$ cat src/rtl/core/ddc_pkg.sv
// ----------------------------------------------------------------------------
// Drive distance controller package
// Shared widths, constants, register indexes and stage bundles.
// ----------------------------------------------------------------------------
package ddc_pkg;

    // Field widths.
    localparam int TGT_DIST_W = 21;
    localparam int HEADING_W  = 24;
    localparam int GAIN_W     = 16;
    localparam int CEIL_W     = 7;
    localparam int POS_W      = 20;
    localparam int DRIVE_OUT_W = 8;
    localparam int CFG_DATA_W = 24;
    localparam int CFG_IDX_W  = 3;

    // Internal arithmetic widths.
    localparam int ERR_W     = TGT_DIST_W + 1;
    localparam int DRIVE_W   = ERR_W + GAIN_W + 1;
    localparam int HDIFF_W   = HEADING_W + 1;
    localparam int HTERM_W   = HDIFF_W + GAIN_W + 1;
    localparam int SUM_W     = HTERM_W + 1;
    localparam int FRAC_BITS = 12;
    localparam int RAMP_W    = 8;
    localparam int SETTLE_W  = 3;

    // Controller constants.
    localparam logic [RAMP_W-1:0]   RAMP_START   = 8'd40;
    localparam logic [RAMP_W-1:0]   RAMP_STEP    = 8'd4;
    localparam logic [SETTLE_W-1:0] SETTLE_TICKS = 3'd5;
    localparam int                  DRIVE_MAX    = 127;

    // Register reset values.
    localparam logic [CEIL_W-1:0] CEIL_RESET = 7'd127;
    localparam logic [GAIN_W-1:0] PGAIN_RESET = 16'd614;

    // Configuration register indexes.
    typedef enum logic [CFG_IDX_W-1:0] {
        CFG_TARGET_DISTANCE = 3'd0,
        CFG_TARGET_HEADING  = 3'd1,
        CFG_HEADING_GAIN    = 3'd2,
        CFG_RAMP_CEILING    = 3'd3,
        CFG_POSITION_GAIN   = 3'd4
    } t_cfg_index;

    // Configuration register bundle.
    typedef struct packed {
        logic signed [TGT_DIST_W-1:0] target_distance;
        logic signed [HEADING_W-1:0]  target_heading;
        logic [GAIN_W-1:0]            heading_gain;
        logic [CEIL_W-1:0]            ramp_ceiling;
        logic [GAIN_W-1:0]            position_gain;
    } t_cfg;

    // Products and flags handed from the multiply stage to the output stage.
    typedef struct packed {
        logic signed [DRIVE_W-1:0] drive;
        logic signed [HTERM_W-1:0] hterm;
        logic                      forward;
        logic                      settle_hit;
        logic                      begin_req;
    } t_prod;

endpackage

$ cat src/rtl/core/ddc_product_stage.sv
// ----------------------------------------------------------------------------
// Drive distance controller multiply stage
// Forms the distance and heading errors, multiplies them by their gains and
// registers the products together with the settling flag of the beat.
// ----------------------------------------------------------------------------
module ddc_product_stage (
    input  logic                          i_clk,
    input  logic                          i_rst_n,
    input  logic                          i_load,
    input  logic                          i_valid,
    input  ddc_pkg::t_cfg                 i_cfg,
    input  logic                          i_begin_req,
    input  logic [ddc_pkg::POS_W-1:0]     i_position_before,
    input  logic [ddc_pkg::POS_W-1:0]     i_position_after,
    input  logic signed [ddc_pkg::HEADING_W-1:0] i_heading,
    output logic                          o_valid,
    output ddc_pkg::t_prod                o_prod
);
    import ddc_pkg::*;

    logic                      forward;
    logic signed [ERR_W-1:0]   tgt_ext;
    logic signed [ERR_W-1:0]   mag;
    logic signed [ERR_W-1:0]   err_raw;
    logic signed [ERR_W-1:0]   err;
    logic signed [HDIFF_W-1:0] hdiff;
    logic signed [POS_W:0]     pdiff;
    logic                      r_valid;
    t_prod                     r_prod;
    t_prod                     n_prod;

    // Signed distance error; a zero target counts as forward travel.
    always_comb begin
        forward = !i_cfg.target_distance[TGT_DIST_W-1];
        tgt_ext = ERR_W'(i_cfg.target_distance);
        mag     = forward ? tgt_ext : -tgt_ext;
        err_raw = mag - $signed({2'b00, i_position_after});
        err     = forward ? err_raw : -err_raw;
        hdiff   = HDIFF_W'(i_heading) - HDIFF_W'(i_cfg.target_heading);
        pdiff   = $signed({1'b0, i_position_after}) - $signed({1'b0, i_position_before});
    end

    // Gain products at full product width and the settling test on the samples.
    always_comb begin
        n_prod.drive      = DRIVE_W'(err) * DRIVE_W'($signed({1'b0, i_cfg.position_gain}));
        n_prod.hterm      = HTERM_W'(hdiff) * HTERM_W'($signed({1'b0, i_cfg.heading_gain}));
        n_prod.forward    = forward;
        n_prod.settle_hit = (pdiff == '0) || (pdiff == (POS_W+1)'(1))
                            || (pdiff == -(POS_W+1)'(1));
        n_prod.begin_req  = i_begin_req;
    end

    // Stage valid.
    always_ff @(posedge i_clk) begin
        if (!i_rst_n) begin
            r_valid <= 1'b0;
        end else if (i_load) begin
            r_valid <= i_valid;
        end
    end

    // Stage payload.
    always_ff @(posedge i_clk) begin
        if (i_load && i_valid) begin
            r_prod <= n_prod;
        end
    end

    assign o_valid = r_valid;
    assign o_prod  = r_prod;

endmodule

$ cat src/rtl/core/ddc_output_stage.sv
// ----------------------------------------------------------------------------
// Drive distance controller output stage
// Applies the ramp clip, mixes in the heading term, scales and saturates the
// commands, and keeps the ramp, settling and finished state of the move.
// ----------------------------------------------------------------------------
module ddc_output_stage (
    input  logic                          i_clk,
    input  logic                          i_rst_n,
    input  logic                          i_load,
    input  logic                          i_valid,
    input  logic [ddc_pkg::CEIL_W-1:0]    i_ramp_ceiling,
    input  ddc_pkg::t_prod                i_prod,
    output logic                          o_valid,
    output logic signed [ddc_pkg::DRIVE_OUT_W-1:0] o_left_drive,
    output logic signed [ddc_pkg::DRIVE_OUT_W-1:0] o_right_drive,
    output logic                          o_move_done
);
    import ddc_pkg::*;

    localparam int SCALED_W = SUM_W - FRAC_BITS;

    logic [RAMP_W-1:0]   r_ramp;
    logic [RAMP_W-1:0]   n_ramp;
    logic [SETTLE_W-1:0] r_settle;
    logic [SETTLE_W-1:0] n_settle;
    logic                r_finished;
    logic                n_finished;
    logic                r_valid;
    logic signed [DRIVE_OUT_W-1:0] r_left;
    logic signed [DRIVE_OUT_W-1:0] r_right;
    logic                r_done;
    logic signed [DRIVE_OUT_W-1:0] n_left;
    logic signed [DRIVE_OUT_W-1:0] n_right;
    logic                n_done;

    logic [RAMP_W-1:0]         ramp_cur;
    logic [SETTLE_W-1:0]       settle_cur;
    logic                      fin_cur;
    logic signed [DRIVE_W-1:0] lim;
    logic signed [DRIVE_W-1:0] drive_clip;
    logic signed [SUM_W-1:0]   sum_left;
    logic signed [SUM_W-1:0]   sum_right;
    logic signed [DRIVE_OUT_W-1:0] cmd_left;
    logic signed [DRIVE_OUT_W-1:0] cmd_right;

    // Divide by 2^FRAC_BITS toward zero, then saturate to the drive range.
    function automatic logic signed [DRIVE_OUT_W-1:0] finish_cmd(
        input logic signed [SUM_W-1:0] v
    );
        logic signed [SUM_W-1:0]    biased;
        logic signed [SCALED_W-1:0] q;
        logic signed [DRIVE_OUT_W-1:0] res;
        biased = v[SUM_W-1] ? v + SUM_W'((1 << FRAC_BITS) - 1) : v;
        q      = SCALED_W'(biased >>> FRAC_BITS);
        if (q > SCALED_W'(DRIVE_MAX)) begin
            res = DRIVE_OUT_W'(DRIVE_MAX);
        end else if (q < -SCALED_W'(DRIVE_MAX)) begin
            res = -DRIVE_OUT_W'(DRIVE_MAX);
        end else begin
            res = DRIVE_OUT_W'(q);
        end
        return res;
    endfunction

    // Ramp clip on the side of travel and heading mix.
    always_comb begin
        ramp_cur   = i_prod.begin_req ? RAMP_START : r_ramp;
        settle_cur = i_prod.begin_req ? '0 : r_settle;
        fin_cur    = i_prod.begin_req ? 1'b0 : r_finished;
        lim        = $signed(DRIVE_W'({ramp_cur, FRAC_BITS'(0)}));
        drive_clip = i_prod.drive;
        if (i_prod.forward) begin
            if (i_prod.drive > lim) begin
                drive_clip = lim;
            end
        end else begin
            if (i_prod.drive < -lim) begin
                drive_clip = -lim;
            end
        end
        sum_left  = SUM_W'(drive_clip) - SUM_W'(i_prod.hterm);
        sum_right = SUM_W'(drive_clip) + SUM_W'(i_prod.hterm);
        cmd_left  = finish_cmd(sum_left);
        cmd_right = finish_cmd(sum_right);
    end

    // Move state update and result selection.
    always_comb begin
        n_ramp     = ramp_cur;
        n_settle   = settle_cur;
        n_finished = fin_cur;
        n_left     = '0;
        n_right    = '0;
        n_done     = 1'b1;
        if (!fin_cur) begin
            n_settle = settle_cur + SETTLE_W'(i_prod.settle_hit);
            if (ramp_cur < RAMP_W'(i_ramp_ceiling)) begin
                n_ramp = ramp_cur + RAMP_STEP;
            end
            if (n_settle >= SETTLE_TICKS) begin
                n_finished = 1'b1;
            end else begin
                n_left  = cmd_left;
                n_right = cmd_right;
                n_done  = 1'b0;
            end
        end
    end

    // Move state registers, advanced once per beat.
    always_ff @(posedge i_clk) begin
        if (!i_rst_n) begin
            r_ramp     <= RAMP_START;
            r_settle   <= '0;
            r_finished <= 1'b0;
        end else if (i_load && i_valid) begin
            r_ramp     <= n_ramp;
            r_settle   <= n_settle;
            r_finished <= n_finished;
        end
    end

    // Result valid.
    always_ff @(posedge i_clk) begin
        if (!i_rst_n) begin
            r_valid <= 1'b0;
        end else if (i_load) begin
            r_valid <= i_valid;
        end
    end

    // Result payload.
    always_ff @(posedge i_clk) begin
        if (i_load && i_valid) begin
            r_left  <= n_left;
            r_right <= n_right;
            r_done  <= n_done;
        end
    end

    assign o_valid       = r_valid;
    assign o_left_drive  = r_left;
    assign o_right_drive = r_right;
    assign o_move_done   = r_done;

endmodule

$ cat src/rtl/core/drive_distance_controller_core.sv
// An accepted input beat is held in the input register, which feeds the
// multiply stage, which feeds the output stage that presents its result beat.
// Throughput: one beat per cycle, stalls come only from the output channel.
// Reset clears all valids, loads the ramp limit with 40, clears the settle
// count and finished flag, and sets the registers to their documented reset
// values.
// ----------------------------------------------------------------------------
// Drive distance controller core
// Proportional drive controller with a ramped clip and heading correction:
// an input register, a multiply stage and an output stage with the state.
// ----------------------------------------------------------------------------
module drive_distance_controller_core (
    input  logic                                  i_clk,
    input  logic                                  i_rst_n,
    input  logic                                  i_cfg_we,
    input  logic [ddc_pkg::CFG_IDX_W-1:0]         i_cfg_index,
    input  logic [ddc_pkg::CFG_DATA_W-1:0]        i_cfg_data,
    input  logic                                  i_in_valid,
    output logic                                  o_in_stall,
    input  logic                                  i_begin_req,
    input  logic [ddc_pkg::POS_W-1:0]             i_position_before,
    input  logic [ddc_pkg::POS_W-1:0]             i_position_after,
    input  logic signed [ddc_pkg::HEADING_W-1:0]  i_heading,
    output logic                                  o_out_valid,
    input  logic                                  i_out_stall,
    output logic signed [ddc_pkg::DRIVE_OUT_W-1:0] o_left_drive,
    output logic signed [ddc_pkg::DRIVE_OUT_W-1:0] o_right_drive,
    output logic                                  o_move_done
);
    import ddc_pkg::*;

    t_cfg                   r_cfg;
    logic                   r_in_valid;
    logic                   r_begin_req;
    logic [POS_W-1:0]       r_position_before;
    logic [POS_W-1:0]       r_position_after;
    logic signed [HEADING_W-1:0] r_heading;
    logic                   prod_valid;
    t_prod                  prod;
    logic                   out_ready;
    logic                   prod_ready;
    logic                   in_ready;

    // Configuration registers.
    always_ff @(posedge i_clk) begin
        if (!i_rst_n) begin
            r_cfg.target_distance <= '0;
            r_cfg.target_heading  <= '0;
            r_cfg.heading_gain    <= '0;
            r_cfg.ramp_ceiling    <= CEIL_RESET;
            r_cfg.position_gain   <= PGAIN_RESET;
        end else if (i_cfg_we) begin
            case (i_cfg_index)
                CFG_TARGET_DISTANCE: r_cfg.target_distance <= i_cfg_data[TGT_DIST_W-1:0];
                CFG_TARGET_HEADING:  r_cfg.target_heading  <= i_cfg_data[HEADING_W-1:0];
                CFG_HEADING_GAIN:    r_cfg.heading_gain    <= i_cfg_data[GAIN_W-1:0];
                CFG_RAMP_CEILING:    r_cfg.ramp_ceiling    <= i_cfg_data[CEIL_W-1:0];
                CFG_POSITION_GAIN:   r_cfg.position_gain   <= i_cfg_data[GAIN_W-1:0];
                default: ;
            endcase
        end
    end

    // Pipeline flow: a stage loads when it is empty or its contents move on.
    assign out_ready  = !o_out_valid || !i_out_stall;
    assign prod_ready = !prod_valid || out_ready;
    assign in_ready   = !r_in_valid || prod_ready;
    assign o_in_stall = !in_ready;

    // Input register.
    always_ff @(posedge i_clk) begin
        if (!i_rst_n) begin
            r_in_valid <= 1'b0;
        end else if (in_ready) begin
            r_in_valid <= i_in_valid;
        end
    end

    always_ff @(posedge i_clk) begin
        if (in_ready && i_in_valid) begin
            r_begin_req       <= i_begin_req;
            r_position_before <= i_position_before;
            r_position_after  <= i_position_after;
            r_heading         <= i_heading;
        end
    end

    // Error and gain products.
    ddc_product_stage u_product (
        .i_clk             (i_clk),
        .i_rst_n           (i_rst_n),
        .i_load            (prod_ready),
        .i_valid           (r_in_valid),
        .i_cfg             (r_cfg),
        .i_begin_req       (r_begin_req),
        .i_position_before (r_position_before),
        .i_position_after  (r_position_after),
        .i_heading         (r_heading),
        .o_valid           (prod_valid),
        .o_prod            (prod)
    );

    // Clip, mix, saturate and move state.
    ddc_output_stage u_output (
        .i_clk          (i_clk),
        .i_rst_n        (i_rst_n),
        .i_load         (out_ready),
        .i_valid        (prod_valid),
        .i_ramp_ceiling (r_cfg.ramp_ceiling),
        .i_prod         (prod),
        .o_valid        (o_out_valid),
        .o_left_drive   (o_left_drive),
        .o_right_drive  (o_right_drive),
        .o_move_done    (o_move_done)
    );

    // A finished move always reports zero commands.
    a_done_zero: assert property (@(posedge i_clk) disable iff (!i_rst_n)
        o_out_valid && o_move_done |-> o_left_drive == '0 && o_right_drive == '0)
        else $error("done beat with nonzero command");

    // Saturation never yields the most negative code.
    a_sat_range: assert property (@(posedge i_clk) disable iff (!i_rst_n)
        o_out_valid |-> o_left_drive != -8'sd128 && o_right_drive != -8'sd128)
        else $error("command outside saturation range");

    // Input is held off only when every stage is full and the output is stalled.
    a_stall_full: assert property (@(posedge i_clk) disable iff (!i_rst_n)
        o_in_stall |-> o_out_valid && i_out_stall && prod_valid && r_in_valid)
        else $error("input stalled with room in the pipeline");

    // Reset empties the result register.
    a_reset_empty: assert property (@(posedge i_clk)
        !i_rst_n |=> !o_out_valid)
        else $error("result valid right after reset");

endmodule
$ cat config.mk
export PLATFORM = sky130hd
export DESIGN_NAME = drive_distance_controller_core
export DESIGN_NICKNAME = d
export VERILOG_FILES = /design/src/rtl/core/ddc_pkg.sv /design/src/rtl/core/ddc_product_stage.sv /design/src/rtl/core/ddc_output_stage.sv /design/src/rtl/core/drive_distance_controller_core.sv
export SDC_FILE = /design/constraint.sdc
export NUM_CORES = 2
export LEC_CHECK = 0
export BUFFER_PORTS_ARGS = -buffer_cell sky130_fd_sc_hd__buf_2
export CAP_MARGIN = 10
export CORE_MARGIN = 2
export CORE_UTILIZATION = 35
export CTS_CLUSTER_SIZE = 30
export DETAILED_ROUTE_END_ITERATION = 10
export GPL_ROUTABILITY_DRIVEN = 1
export GPL_TIMING_DRIVEN = 1
export PLACE_DENSITY = 0.58
export SYNTH_ARGS = -nofsm -noshare
export SYNTH_HDL_FRONTEND = slang
export SYNTH_SLANG_ARGS = --single-unit
export TNS_END_PERCENT = 30
$ cat constraint.sdc
create_clock -name i_clk -period 22.3 [get_ports i_clk]
set_clock_uncertainty 0.15 [all_clocks]
set_input_delay 3.345 -clock i_clk [delete_from_list [all_inputs] [get_ports i_clk]]
set_output_delay 3.345 -clock i_clk [all_outputs]
set_load 0.1 [all_outputs]
## Yosys cells after proc, flatten, opt, wreduce, memory -nomap -nowiden

Cells that the tools add are included.

| storage, ports and cells | value |
|---|---|
| input bits | 97 |
| logic and storage cells | 96 |
| output and inout bits | 19 |
| flip-flop bits (word level) | 265 |

| cells by class | value |
|---|---|
| add/subtract/negate cells | 12 |
| reduce and logical (&&, ||, !) cells | 24 |
| multiplexer cells | 19 |
| multiply operators | 2 |
| eq/ne operators | 6 |
| magnitude comparators | 8 |

Operators with widths:

| kind | count |
|---|---|
| $mux W39 | 3 |
| $add A43 B13 Y43 const B | 2 |
| $mux W43 | 2 |
| $gt A31 B8 Y1 const B | 2 |
| $lt A31 B8 Y1 const B | 2 |
| $mux W22 | 2 |
| $add A39 B42 Y43 | 1 |
| $sub A39 B42 Y43 | 1 |
| $mul A25 B17 Y42 | 1 |
| $mux W8 | 5 |
| $gt A39 B21 Y1 | 1 |
| $lt A39 B39 Y1 | 1 |
| $mul A22 B17 Y39 | 1 |
| $neg A20 Y39 | 1 |
| $sub A24 B24 Y25 | 1 |
| $neg A21 Y22 | 1 |
| $neg A22 Y22 | 1 |
| $sub A22 B21 Y22 | 1 |
| $eq A21 B1 Y1 const B | 1 |
| $eq A21 B2 Y1 const B | 1 |
| $logic_not A21 Y1 | 1 |
| $sub A20 B20 Y21 | 1 |
| $mux W7 | 2 |
| $reduce_and A2 Y1 | 5 |
| 15 further kinds | 31 |

## Longest topological paths before layout

| logic depth | value |
|---|---|
| depth in word-level cells | 11 |
| gate-level depth with buffers | 44 |
| gate-level depth less buffers | 43 |

## Hierarchy

From an unflattened synthesis, not the netlist that was laid out.

| second synthesis, totals | value |
|---|---|
| cells, all modules | 5800 |
| area total of the unflattened synthesis | 50238.2 sq um |

Modules (own cells, without submodules):

| module | times used | cells each | area an instance (sq um) |
|---|---|---|---|
| ddc_product_stage | 1 | 3801 | 34023.9 |
| ddc_output_stage | 1 | 1614 | 10990.5 |
| drive_distance_controller_core | 1 | 385 | 5223.8 |

## Least setup slack after synthesis

No wires, ideal clock.

| timing path | value |
|---|---|
| path type | flip-flop to flip-flop |
| start point | reg r_cfg[83] (netlist name) |
| end point | reg u_product.r_prod (netlist bit u_product.o_prod[82]), data pin |
| data required time | 21888 ps |
| setup time | 262 ps |
| path slack | 11249 ps |
| data arrival time | 10639 ps |
| path buffers | 4 |
| cell stages (with the launch flop) | 44 |
| cell sequence | dfxtp_1 > clkbuf_1 > clkbuf_1 > clkbuf_1 > o21ai_0 > fa_1 > a21o_1 > a21oi_1 > o21ai_0 > nand2_1 > and4b_1 > o21ai_0 > a31o_2 > or2_2 > nor4b_1 > or4b_2 > o31ai_1 > xor2_1 > [8 not listed] > fa_1 > inv_1 > fa_1 > fa_1 > inv_1 > ha_1 > a21o_1 > a21o_1 > a21oi_1 > o21bai_1 > a21oi_1 > o2111ai_1 > and3_1 > o21a_1 > o21a_1 > o41a_1 > a211oi_1 > xnor2_1 |

RTL lines:

| item | line | text |
|---|---|---|
| from (decl) | drive_distance_controller_core.sv:32 | `t_cfg r_cfg;` |
| to (signal assigned) | ddc_product_stage.sv:65 | `r_prod <= n_prod;` |
| to (decl) | ddc_product_stage.sv:29 | `t_prod r_prod;` |

==> run summary <==
Synth area leaders -> fa_1 (30%), edfxtp_1 (10%), ha_1 (9.9%)
Sum Neg Setup Slack -> 0 ns
die width -> 381.6 microns
leading area contributor after synthesis -> fa_1
total number of vias -> 39.76k
CP endpoint -> u_product.o_prod[83]
YS warnings -> 0
CTS Sinks -> 265
drt via density -> 5.143
crit path buf inv count -> 7
Reg power frac -> 0.122
worst-path cell with the longest stage delay -> or4b_2
largest net degree at the start of global routing -> 100
nets -> 7,048
Fin. Hold Viols -> 0
synthesized area -> 0.04989 sq mm
Max Fclk -> 0.08865 GHz
status -> finished, final reports clean
post-synth cell types -> 94
critical path's top delay family -> adder cells
synthesized flop and latch total -> 265
CTS Buf Count -> 37
DR WL/cell -> 18.13 microns
ys async rst share -> 0
Crit path depth -> 42
IO buf count -> 115
layout cell share with drive strength beyond 1 -> 0.05839
Crit Path Category -> register to register
area share of the leading cell type in the synthesized netlist -> 0.2989
R2R Setup Slk -> 11.02 ns
clock-pin slew on the worst setup and hold paths -> 0.07 ns
Root Driver -> clkbuf_16
Peak VDD IR -> 191.4 uV
Hold Path Class -> register to register
Worst EP arrival -> 11.45 ns
Reg2Reg Depth -> 42
later-pin clock latency in the skew report -> 0.61 ns
Pwr Density -> 132.1 mW/mm^2
cell count after synthesis -> 5,817
fin. max-slew vios -> 0
CTS tree -> yes
syn avg cell area -> 8.577 sq um
Tcrit/Tclk final -> 0.5059
I/O Pins -> 116
first drt pass iteration count -> 6
Net Count, Synth -> 7,054
Worst setup startpoint -> r_cfg[63]
most frequent cells after synthesis -> inv_1 (1,068), nand2_1 (802), fa_1 (745)
core footprint -> 0.1416 sq mm
register area share after synthesis -> 0.1396
GRT Total Usage -> 0.1948
Worst setup SP type -> register
drt initial violations -> 2,452
initial antenna violation count -> 4
reg-to-reg endpoint -> u_product.o_prod[83]
hold_buf cts -> 0
Critical Path RT -> 22.47 ns
Max clock buf depth -> 3
Crit path largest cell delay -> 0.67 ns
row count -> 138
# Post-CTS Setup Buffers -> 0
GR Overflow Total -> 0
Setup violations, final -> 0
DIE AREA -> 0.1456 sq mm
reg2reg start -> r_cfg[63]
Routability Congestion -> 0.8909
DIE HEIGHT -> 381.6 microns
Combinational Power Share -> 0.794
Max Cap Viol -> 0
most frequent cell after synthesis -> inv_1
minimum clock period -> 11.28 ns
Post-synth top flop -> edfxtp_1
switching share of power -> 0.5192
switching power summed over all nets -> 3696 uW
Hold Crit Start -> r_begin_req
Detailed Route WL -> 140,200 microns
post-cts gate resize count -> 0
first-pass GRT wire length -> 226,000 microns
RSZ-0062 raised after global routing -> false
Post-Layout Cell Count -> 7,731
HPWL Detailed -> 111,600 microns
vias in the first global route -> 40.76k
crit end category -> register
Slew headroom -> 0.1527
Post-synth EDFFs -> 166
Post-route DRC -> 0
Initial Utilization -> 0.3524
Worst Tran Pin Value -> 1.269 ns
placed cell count -> 7,662
Max H-tree Level -> 2
Cell Int Power -> 3422 uW
antenna viol nets, final -> 0
leak pwr -> 0.02445 uW
critical-path maximum fanout -> 16
Area growth syn-to-layout -> 7.985%
clock share of power -> 0.084
[logic make-up after synthesis]
kind of cell	Yosys count	synth area share
AO/OA/AOI/OAI	924	0.1280
XOR/XNOR	217	0.03824
adder cells (fa/ha/maj)	1141	0.3982
buffers and inverters	1314	0.09933
flip-flops	265	0.1396
multiplexers	20	0.004088
AND/OR/NAND/NOR	1936	0.1925
[worst reg2reg max path, delay by kind of cell (launching register included)]
kind                     cells  cell delay (ns)
AND/OR/NAND/NOR              9             2.73
buffers and inverters        7             0.61
XOR/XNOR                     4             0.51
flip-flops                   1             0.32
AO/OA/AOI/OAI               13             2.82
adder cells (fa/ha/maj)      9             3.88
[final cells by class]
cell class	instances	area (sq um)
clock inverters	23	215.2
clock buffers	45	987.2
inverters	1069	4013
repair buffers	200	1214
well taps	1890	2365
fillers	14580	87710
flip-flops and latches	265	6967
diodes	1	2.502
multi-input cells	4238	38110
[cell usage in the layout, fill, tap and decap left out, types with 116 or more instances in the layout]
cell	count
edfxtp_1	166
and2_1	307
nor2_1	214
nor2b_1	116
nand2_1	802
fa_1	745
xnor2_1	154
o21ai_0	142
ha_1	395
inv_1	1068
a21oi_1	175
[how the worst min path moves through the flow]
stage / end / slack (ns) / cells past startpoint
2_1_floorplan: u_product.o_prod[0] / 0.25 / 0
3_3_place_gp: u_product.o_prod[0] / 0.28 / 0
3_5_place_dp: u_product.o_prod[0] / 0.26 / 0
4_1_cts: u_product.o_prod[0] / 0.30 / 0
5_1_grt: u_product.o_prod[0] / 0.30 / 0
6_report: u_product.o_prod[0] / 0.29 / 0
[stage by stage]
| step | setup WS [ns] | util | hold slack (ns) | area [sq um] | total power, uW |
|---|---|---|---|---|---|
| after floorplan | 11.25 | - | 0.2503 | 49890 | 5170 |
| after global routing | 10.10 | 0.3805 | 0.3037 | 53870 | 7943 |
| after global placement | 11.15 | 0.3720 | 0.2812 | 52670 | 6491 |
| after detailed placement | 11.05 | 0.3720 | 0.2570 | 52670 | 6527 |
| final | 11.02 | 0.3805 | 0.2916 | 53880 | 7119 |
| after CTS | 11.00 | 0.3805 | 0.2991 | 53870 | 7161 |
[layer usage]
layer	global-route usage	share of wire	up-vias
met3	0.02350	0.057	194
met1	0.2728	0.46	19640
met2	0.3150	0.45	1163
met5	0	0	-
met4	0.05789	0.030	0
li1	-	-	18770
[flip-flops by register name, summed over array words and instances (netlist names)]
register	flops
u_output.r_finished	1
u_product.o_valid	1
u_output.o_right_drive	8
u_output.o_valid	1
r_heading	24
r_cfg	84
r_position_after	20
u_product.o_prod	84
u_output.r_ramp	8
r_position_before	20
u_output.o_left_drive	8
r_in_valid	1
r_begin_req	1
u_output.o_move_done	1
u_output.r_settle	3
[power groups by stage]
stage / clock network, uW / logic (uW) / registers, uW
final: 595 / 5650 / 872
after global routing: 632 / 6430 / 876
after CTS: 614 / 5670 / 873
after detailed placement: 0 / 5640 / 883
after global placement: 0 / 5610 / 883
after floorplan: 0 / 4300 / 872
Power figures use the tool's default switching activity.
